$ cat src/lif_pkg.sv
// shared types and constants for the lms imitation filter
// no dependencies; used by every module of the block
package lif_pkg;

  localparam int SMP_W   = 24;
  localparam int COEF_W  = 32;
  localparam int MU_W    = 16;
  localparam int LIM_W   = 23;
  localparam int CFG_W   = 23;
  localparam int MUE_W   = MU_W + 1 + SMP_W;
  localparam int PROD_W  = SMP_W + COEF_W;
  localparam int DELTA_W = 28;
  // ring slots held by the shared arithmetic pipeline
  localparam int PIPE_L  = 4;

  localparam int CFG_IDX_W = 1;
  localparam logic [CFG_IDX_W-1:0] CFG_STEP_RATE   = 1'b0;
  localparam logic [CFG_IDX_W-1:0] CFG_ERROR_LIMIT = 1'b1;

  localparam logic [MU_W-1:0]  STEP_RATE_RST   = 16'd655;
  localparam logic [LIM_W-1:0] ERROR_LIMIT_RST = 23'd4194;

  typedef struct packed {
    logic signed [SMP_W-1:0] ref_unfiltered;
    logic signed [SMP_W-1:0] ref_filtered;
    logic signed [SMP_W-1:0] signal_in;
  } in_item_t;

  typedef struct packed {
    logic signed [SMP_W-1:0] filtered_out;
    logic signed [SMP_W-1:0] est_error;
  } out_item_t;

  // one tap of state: reference sample, signal sample, coefficient
  typedef struct packed {
    logic signed [SMP_W-1:0]  ref_smp;
    logic signed [SMP_W-1:0]  sig_smp;
    logic signed [COEF_W-1:0] coef;
  } tap_t;

  typedef struct packed {
    logic rotate;
    logic push;
  } cell_ctrl_t;

  typedef struct packed {
    logic advance;
    logic upd_en;
    logic sel_sig;
    logic acc_clr;
    logic acc_en;
  } mac_ctrl_t;

endpackage

$ cat src/lif_cell.sv
// one cell of the tap ring: holds one tap and takes its neighbor's
// depends on lif_pkg
module lif_cell (
  input  logic               clk,
  input  logic               rst_n,
  input  lif_pkg::cell_ctrl_t ctrl,
  input  lif_pkg::tap_t      nbr,
  output lif_pkg::tap_t      tap
);
  import lif_pkg::*;

  tap_t tap_r;

  always_ff @(posedge clk) begin
    if (!rst_n) begin
      tap_r <= '0;
    end else if (ctrl.rotate) begin
      tap_r <= nbr;
    end else if (ctrl.push) begin
      // samples slide toward the head, coefficient stays in place
      tap_r.ref_smp <= nbr.ref_smp;
      tap_r.sig_smp <= nbr.sig_smp;
    end
  end

  assign tap = tap_r;

endmodule

$ cat config.mk
export PLATFORM = sky130hd
export DESIGN_NAME = lif_cell
export DESIGN_NICKNAME = d
export VERILOG_FILES = /design/src/lif_pkg.sv /design/src/lif_cell.sv
export SDC_FILE = /design/constraint.sdc
export NUM_CORES = 1
export LEC_CHECK = 0
export ABC_AREA = 0
export BUFFER_PORTS_ARGS = -buffer_cell sky130_fd_sc_hd__buf_2
export CAP_MARGIN = 20
export CORE_ASPECT_RATIO = 1.1
export CORE_MARGIN = 5
export CORE_UTILIZATION = 48
export CTS_CLUSTER_SIZE = 25
export DETAILED_ROUTE_END_ITERATION = 16
export PLACE_DENSITY_LB_ADDON = 0.12
export RECOVER_POWER = 100
export SYNTH_ARGS = -nofsm -noshare
export SYNTH_HDL_FRONTEND = slang
export SYNTH_SLANG_ARGS = --single-unit
$ cat constraint.sdc
create_clock -name clk -period 1.89 [get_ports clk]
set_clock_uncertainty 0.1 [all_clocks]
set_input_delay 0 -clock clk [delete_from_list [all_inputs] [get_ports clk]]
set_output_delay 0 -clock clk [all_outputs]
set_load 0.02 [all_outputs]
Yosys cells after proc, flatten, opt, wreduce, memory -nomap -nowiden --
Index checks and enable logic that the tools add are counted.
Cells by class: mux-type cells 2, reductions and logical operators 1
Operator list (count):
- 2-to-1 mux 48 bit | 2
- nonzero test 2 bit | 1
Word-level totals: register bits 80, input bits 84, word-level logic and storage cells 6

Depth between registers and ports, before layout --
Gate-level depths: netlist of the first run.
word-level depth 2, mapped depth 5

Least setup slack after synthesis of the first run --
No wires, ideal clock.
path kind input port to flip-flop, start point input ctrl[1] (netlist bit), end point register tap_r (netlist bit tap[57]), arrival 0.737 ns, data required time 1.723 ns, path slack 0.986 ns, stages on the path 5, path buffers 3, cells stage by stage buf_6 > or2_4 > buf_6 > buf_6 > o21ai_2
On the way: longest elaborated chain between the ends 1, elaborated cells between the ends (all ways) 2, those cells by class 1 x mux; 1 x reduce/logical
Ends and longest elaborated chain:
- from (decl) | RTL line lif_cell.sv:6 | input lif_pkg::cell_ctrl_t ctrl,
- 2-to-1 mux 48 bit / nonzero test 2 bit (equally long branches)
- to (signal assigned) | RTL line lif_cell.sv:18 | tap_r <= nbr;
- to (decl) | RTL line lif_cell.sv:12 | tap_t tap_r;
Parallel ways exist; a longest one is shown, timed or not. A chain may end at the register's enable or synchronous reset.

Worst setup path in the final report of the first run --
start point input ctrl[1] (netlist bit), end point register tap_r (netlist bit tap[71])
The elaborated chain is that of the path after synthesis.

==> impl_metrics.csv, run 1 <==
group,metric,value,unit
status,outcome,"finished, final reports clean",
yosys,ys_ff_latch,80,
global_route,track_usage,23.6,%
sta,hold_violations,0,
pwr,power_density,766,nW/um^2
critical_path,crit_required,2020,ps
floorplan,initial_core_util,48.6,%
sta,slew_viol_final,0,
global_route,grt_start_max_net_pins,81,
place,pre_cts_slack,742,ps
clock_network,cts_max_level,3,
place,gp_congestion,0.755,
detailed_routing,vias_per_cell,5.04,
detailed_routing,wl,10000,um
yosys,synth_fp_nets,406,
place,place_inst,538,
sta,finalSetupTns,0,ps
detailed_routing,first_iter_violations,123,
floorplan,ios,164,
global_route,grt-ovfl-total,0,
floorplan,fp.dieArea,8280,um^2
worst_hold_path,hold_class,"in2reg",
yosys,ys.warnings.count,0,
sta,worstMarginPinSlew,910,ps
clock_network,cts_buffers,9,
sta,fin_crit_sh,79.3,%
final_layout,nets,649,
pwr,ir_worst_vdd,0.000465,V
final_layout,fillCellCount,496,
detailed_routing,ant_nets,0,
sta,finalWorstSetupSlack,392,ps
final_layout,stdcell_count,652,
floorplan,die_x,87.2,um
pwr,leakage,2.07,nW
final_layout,seq_area,1600,um^2
sta,setup_viol,0,
global_route,grt_pass1_vias,3193,
floorplan,rows,31,
sta,rsz0062_at_grt,"false",
final_layout,largest_reg_flops,80,
detailed_routing,vias,3287,
detailed_routing,wire_per_inst,15.4,um
clock_network,cts_setup_buffers,0,
floorplan,coreArea,6480,um^2
yosys,synth_cells,322,
critical_path,critical_path.max_fanout,48,
critical_path,start_kind,"input port",
clock_network,clock_latency,340,ps
critical_path,end_kind,"flop",
place,portBuffers,163,
yosys,synth_top_cell_area_share,50.9,%
final_layout,syn_to_final_growth,59.0,%
job,max_cap_violations,0,
yosys,synth.distinct_cells,12,
final_layout,multi_input_area,1350,um^2
detailed_routing,post-route-drc-count,0,
clock_network,path_clk_slew,80,ps
yosys,yosys.area.top_type,"dfxtp_1",
clock_network,clock_sinks,80,
global_route,grt_pass1_wl,15300,um
detailed_routing,drt-pass1-iter-count,4,
global_route,antenna_found_initial,0,
clock_network,cts_tree,"built",
yosys,synth_top_cells_by_area,"dfxtp_1 51%, o211ai_1 11%, mux2i_1 10%, nor2b_1 6.4%, nand2_1 5.7%",
yosys,syn_area_per_cell,9.78,um^2
yosys,synth_area,3150,um^2
sta,period_needed,1500,ps
critical_path,critPathKind,"in2reg",
clock_network,clockRootBuffer,"clkbuf_8",
sta,max_freq,667,MHz
critical_path,ff2ff_setup_slack,560,ps
critical_path,arrival,1620,ps
clock_network,max-clock-path-buffers,2,
yosys,seq_area_frac_synth,50.9,%
final_layout,drive_gt1_share,20.2,%
floorplan,die_h,95.0,um
final_layout,n_antenna_cell,0,
sta,slew_headroom,39.3,%
place,hpwl,5460,um
[repair_timing]
item / CTS / global route
endpoints found under the setup margin: 0 / 0
gates resized for setup: 0 / 0
hold endpoints to repair: 80 / 0
hold buffers: 98 / 0
[metrics by stage]
| step | hold WS [ps] | cell area, um^2 | total power, mW | util [%] |
|---|---|---|---|---|
| 4_1_cts | 181 | 5140 | 3.89 | 79.4 |
| 6_report | 203 | 5010 | 3.83 | 77.3 |
| 3_3_place_gp | 138 | 3970 | 2.49 | 61.2 |
| 5_1_grt | 221 | 5010 | 4.01 | 77.3 |
| 3_5_place_dp | 146 | 3970 | 2.50 | 61.2 |
| 2_1_floorplan | 48.8 | 3150 | 2.26 | - |
[layout make-up]
type | count | area share, %
Sequential cell | 80 | 32.0
Clock buffer | 9 | 2.47
Multi-Input combinational cell | 209 | 26.9
Clock inverter | 7 | 1.45
Tap cell | 82 | 2.05
Timing Repair Buffer | 265 | 35.1
[cell usage in the layout (no fill, tap or decap)]
cell / instances
buf_12: 2
buf_2: 80
buf_4: 4
bufinv_16: 1
clkbuf_1: 80
clkbuf_2: 1
clkbuf_8: 9
clkinv_2: 2
clkinv_4: 2
clkinvlp_4: 2
dfxtp_1: 80
dlygate4sd3_1: 98
mux2i_1: 32
nand2_1: 48
nor2b_1: 32
o211ai_1: 48
o21ai_0: 37
o21ai_2: 11
or2_2: 1
[final timing paths]
kind,start,end,cells past startpoint
setup reg to reg,tap[8],tap[8],3
hold / removal,ctrl[1],tap[47],4
setup / recovery,ctrl[1],tap[71],4
hold reg to reg,tap[42],tap[42],2
[where the power goes]
part / leakage (nW) / internal (mW) / total, mW / switching [mW]
clock: 0.0952 / 0.610 / 1.23 / 0.622
combinational: 1.31 / 0.346 / 0.751 / 0.405
sequential: 0.663 / 1.79 / 1.85 / 0.0576
total: 2.07 / 2.75 / 3.83 / 1.08
[worst max-delay path, cell delays in order]
cell	delay (ps)
buf_4	100
or2_2	710
o21ai_0	200
dlygate4sd3_1	600
[per-layer routing]
| metal | track usage (%) | vias to the layer above | share of wire, % |
|---|---|---|---|
| met1 | 27.0 | 1524 | 39 |
| met4 | 11.8 | 0 | 3.2 |
| met5 | 0 | - | 0 |
| li1 | - | 1612 | - |
| met2 | 41.3 | 124 | 51 |
| met3 | 4.97 | 27 | 6.7 |
[synthesized netlist by cell type, drive strengths merged]
| library cell | number |
|---|---|
| o21ai | 48 |
| clkbuf | 19 |
| dfxtp | 80 |
| nand2 | 48 |
| nor2b | 32 |
| or2 | 1 |
| buf | 14 |
| o211ai | 48 |
| mux2i | 32 |
[logic make-up after synthesis]
family	count (synthesis)	synth area share [%]
AO/OA/AOI/OAI	96	21.5
buffers and inverters	33	5.16
multiplexers	32	10.2
AND/OR/NAND/NOR	81	12.4
flip-flops	80	50.9
(Power assumes the default switching activity.)
==> run 2: changes to the inputs <==
--- a/config.mk
+++ b/config.mk
@@ -5,12 +5,12 @@
 export SDC_FILE = /design/constraint.sdc
 export NUM_CORES = 1
 export LEC_CHECK = 0
-export ABC_AREA = 0
+export ABC_AREA = 1
 export BUFFER_PORTS_ARGS = -buffer_cell sky130_fd_sc_hd__buf_2
 export CAP_MARGIN = 20
 export CORE_ASPECT_RATIO = 1.1
 export CORE_MARGIN = 5
-export CORE_UTILIZATION = 48
+export CORE_UTILIZATION = 40
 export CTS_CLUSTER_SIZE = 25
 export DETAILED_ROUTE_END_ITERATION = 16
 export PLACE_DENSITY_LB_ADDON = 0.12
==> constraint.sdc (replaced) <==
create_clock -name clk -period 1.3 [get_ports clk]
set_clock_uncertainty 0.1 [all_clocks]
set_input_delay 0 -clock clk [delete_from_list [all_inputs] [get_ports clk]]
set_output_delay 0 -clock clk [all_outputs]
set_load 0.02 [all_outputs]
==> run 2 against run 1 <==
Net effect: clock power is 62% higher; count of clock-buffer cells in the layout up 2; via count up 1.1%; die area up 14%; worst setup slack worse by 340 ps; flip-flop and latch count unchanged; critical endpoint is now tap[21]; largest cell class unchanged.
==> impl_metrics.csv, run 2 <==
group,metric,value,unit
status,outcome,"finished, final reports clean",
worst_hold_path,hold_class,"in2reg",
sta,period_needed,1250,ps
pwr,leakage,2.35,nW
sta,rsz0062_at_grt,"false",
detailed_routing,post-route-drc-count,0,
yosys,ys.warnings.count,0,
detailed_routing,ant_nets,0,
critical_path,end_kind,"flop",
clock_network,cts_max_level,3,
yosys,synth_top_family_by_area,"simple AND/OR/NAND/NOR gates",
place,portBuffers,163,
floorplan,die_h,101,um
final_layout,drive_gt1_share,15.5,%
yosys,synth_area,3030,um^2
clock_network,cts_tree,"built",
floorplan,initial_core_util,40.8,%
sta,fin_crit_sh,95.9,%
yosys,synth_compound_area_share,5.28,%
critical_path,ff2ff_path_depth,3,
yosys,synth_ff_type,"dfxtp_1",
critical_path,reg2reg_from,"tap[21]",
yosys,synth_commonest_cells,"160 x nor2_1, 96 x nand2_1, 80 x dfxtp_1, 49 x inv_1, 32 x o21ai_0",
clock_network,clock_sinks,80,
detailed_routing,drt-pass1-iter-count,5,
sta,setup_viol,0,
floorplan,die_x,93.0,um
sta,max_freq,802,MHz
sta,hold_violations,0,
floorplan,coreArea,7430,um^2
floorplan,fp.dieArea,9430,um^2
clock_network,path_clk_slew,80,ps
critical_path,critPathLaunch,"tap[21]",
global_route,grt-ovfl-total,0,
clock_network,cts_setup_buffers,0,
yosys,yosys.area.top_type,"dfxtp_1",
yosys,synth_top_cell_area_share,52.8,%
sta,finalSetupTns,0,ps
yosys,synth_top_cells_by_area,"dfxtp_1 53%, nor2_1 20%, nand2_1 12%, inv_1 6.1%, o21ai_0 5.3%",
yosys,synth.distinct_cells,9,
place,hpwl,5490,um
detailed_routing,vias_per_cell,4.30,
yosys,synth_fa_ha_area_share,0,%
yosys,synth_simple_gate_area_share,31.9,%
yosys,syn_area_per_cell,6.85,um^2
final_layout,final_common_cell,"nor2_1",
final_layout,fin_area,4890,um^2
job,max_cap_violations,0,
place,gp_congestion,0.742,
clock_network,clock_latency,330,ps
critical_path,crit_chain,"o21ai_0 -> nor2_1 -> dlygate4sd3_1",
critical_path,start_kind,"flop",
sta,slew_headroom,77.7,%
critical_path,slowest_delay,540,ps
detailed_routing,wl,8860,um
final_layout,final_util,65.8,%
clock_network,cts_buffers,9,
global_route,grt_start_max_net_pins,53,
final_layout,final_cell_mix,"160 x nor2_1, 96 x nand2_1, 84 x buf_2",
yosys,synth_enable_flop_cells,0,
critical_path,crit_slowest_cell,"dlygate4sd3_1",
yosys,ys_ff_latch,80,
yosys,synthArstFlopShare,0,%
pwr,power_density,1190,nW/um^2
detailed_routing,wire_per_inst,11.5,um
global_route,grt_pass1_wl,14300,um
place,placed_area,3940,um^2
floorplan,ios,164,
sta,worstMarginPinSlew,334,ps
critical_path,critical_path.max_fanout,2,
yosys,seq_area_frac_synth,52.8,%
final_layout,largest_reg_flops,80,
yosys,synth_xor_area_share,0,%
yosys,synth_fp_nets,527,
final_layout,syn_to_final_growth,61.3,%
worst_hold_path,min_path_cells,4,
yosys,synthMostInstantiatedCell,"nor2_1",
sta,slew_viol_final,0,
global_route,antenna_found_initial,0,
final_layout,n_antenna_cell,0,
critical_path,critPathKind,"reg2reg",
worst_hold_path,hold_start,"rst_n",
yosys,muxShareOfSynthArea,0,%
final_layout,nets,765,
floorplan,rows,33,
critical_path,crit_required,1420,ps
global_route,grt_pass1_vias,3130,
clock_network,max-clock-path-buffers,2,
pwr,ir_worst_vdd,0.000600,V
detailed_routing,first_iter_violations,137,
global_route,track_usage,18.7,%
yosys,synth_cells,443,
critical_path,arrival,1370,ps
detailed_routing,vias,3323,
clock_network,clockRootBuffer,"clkbuf_8",
-- run 2: cell types whose count changed after synthesis, sizes merged --
cell and change:
nor2b -32, nand2 +48, mux2i -32, inv +49, buf -3, clkbuf -5
or2 -1, o21ai -16, nor2 +161, o211ai -48
-- run 2: logic make-up (layout without fill, tap and decap cells) --
family / after synthesis / count (layout)
buf+inv: 74 / 317
simple gates: 257 / 257
flops: 80 / 80
compound gates: 32 / 32
-- run 2: worst max-delay path: cells and delay by family, from the launching register on --
family	cells	cell delay, ps
buffers and inverters	1	540
DFF	1	310
AOI/OAI and AO/OA	1	130
and+or+nand+nor	1	50
-- run 2: path summary, 6_finish.rpt --
| kind | endpoint | slack (ps) |
|---|---|---|
| setup / recovery | tap[21] | 50 |
| hold reg to reg | tap[28] | 400 |
| hold / removal | tap[71] | 20 |
| setup reg to reg | tap[21] | 50 |
-- run 2: area by class of cell --
type                       count  area [um^2]
timing repair buffer         252         1640
inverter                      49          184
tap                           87          109
fill                         691         2540
clock inverter                 5         80.1
clock buffer                  11          141
multi-input combinational    289         1130
sequential                    80         1600
-- run 2: what timing repair did --
item	CTS	global route
resized for setup	0	4
endpoints found under the hold margin	80	0
endpoints found under the setup margin	0	4
hold buffers	85	0
-- run 2: routing by layer --
metal	track usage, %	vias up	routed length (um)
li1	-	1774	-
met1	23.1	1423	3810
met2	31.0	115	4200
met3	4.90	11	691
met4	7.78	0	157
met5	0	-	0
-- run 2: metrics by stage --
stage | setup slack [ps] | power (mW) | cells | hold slack (ps)
after floorplan | 495 | 3.33 | 443 | 34.9
after global placement | 356 | 3.70 | 674 | 120
after detailed placement | 338 | 3.72 | 674 | 126
after CTS | 42.4 | 5.94 | 775 | 0.722
after global routing | 2.93 | 6.12 | 773 | 22.8
final | 53.2 | 5.81 | 773 | 17.6
-- run 2: report_power, final --
part           switching [mW]  internal (mW)  leakage [nW]  total [mW]
clock                   0.860           1.13         0.106        1.99
sequential             0.0869           2.63         0.666        2.71
combinational           0.631          0.476          1.57        1.11
total                    1.58           4.23          2.35        5.81
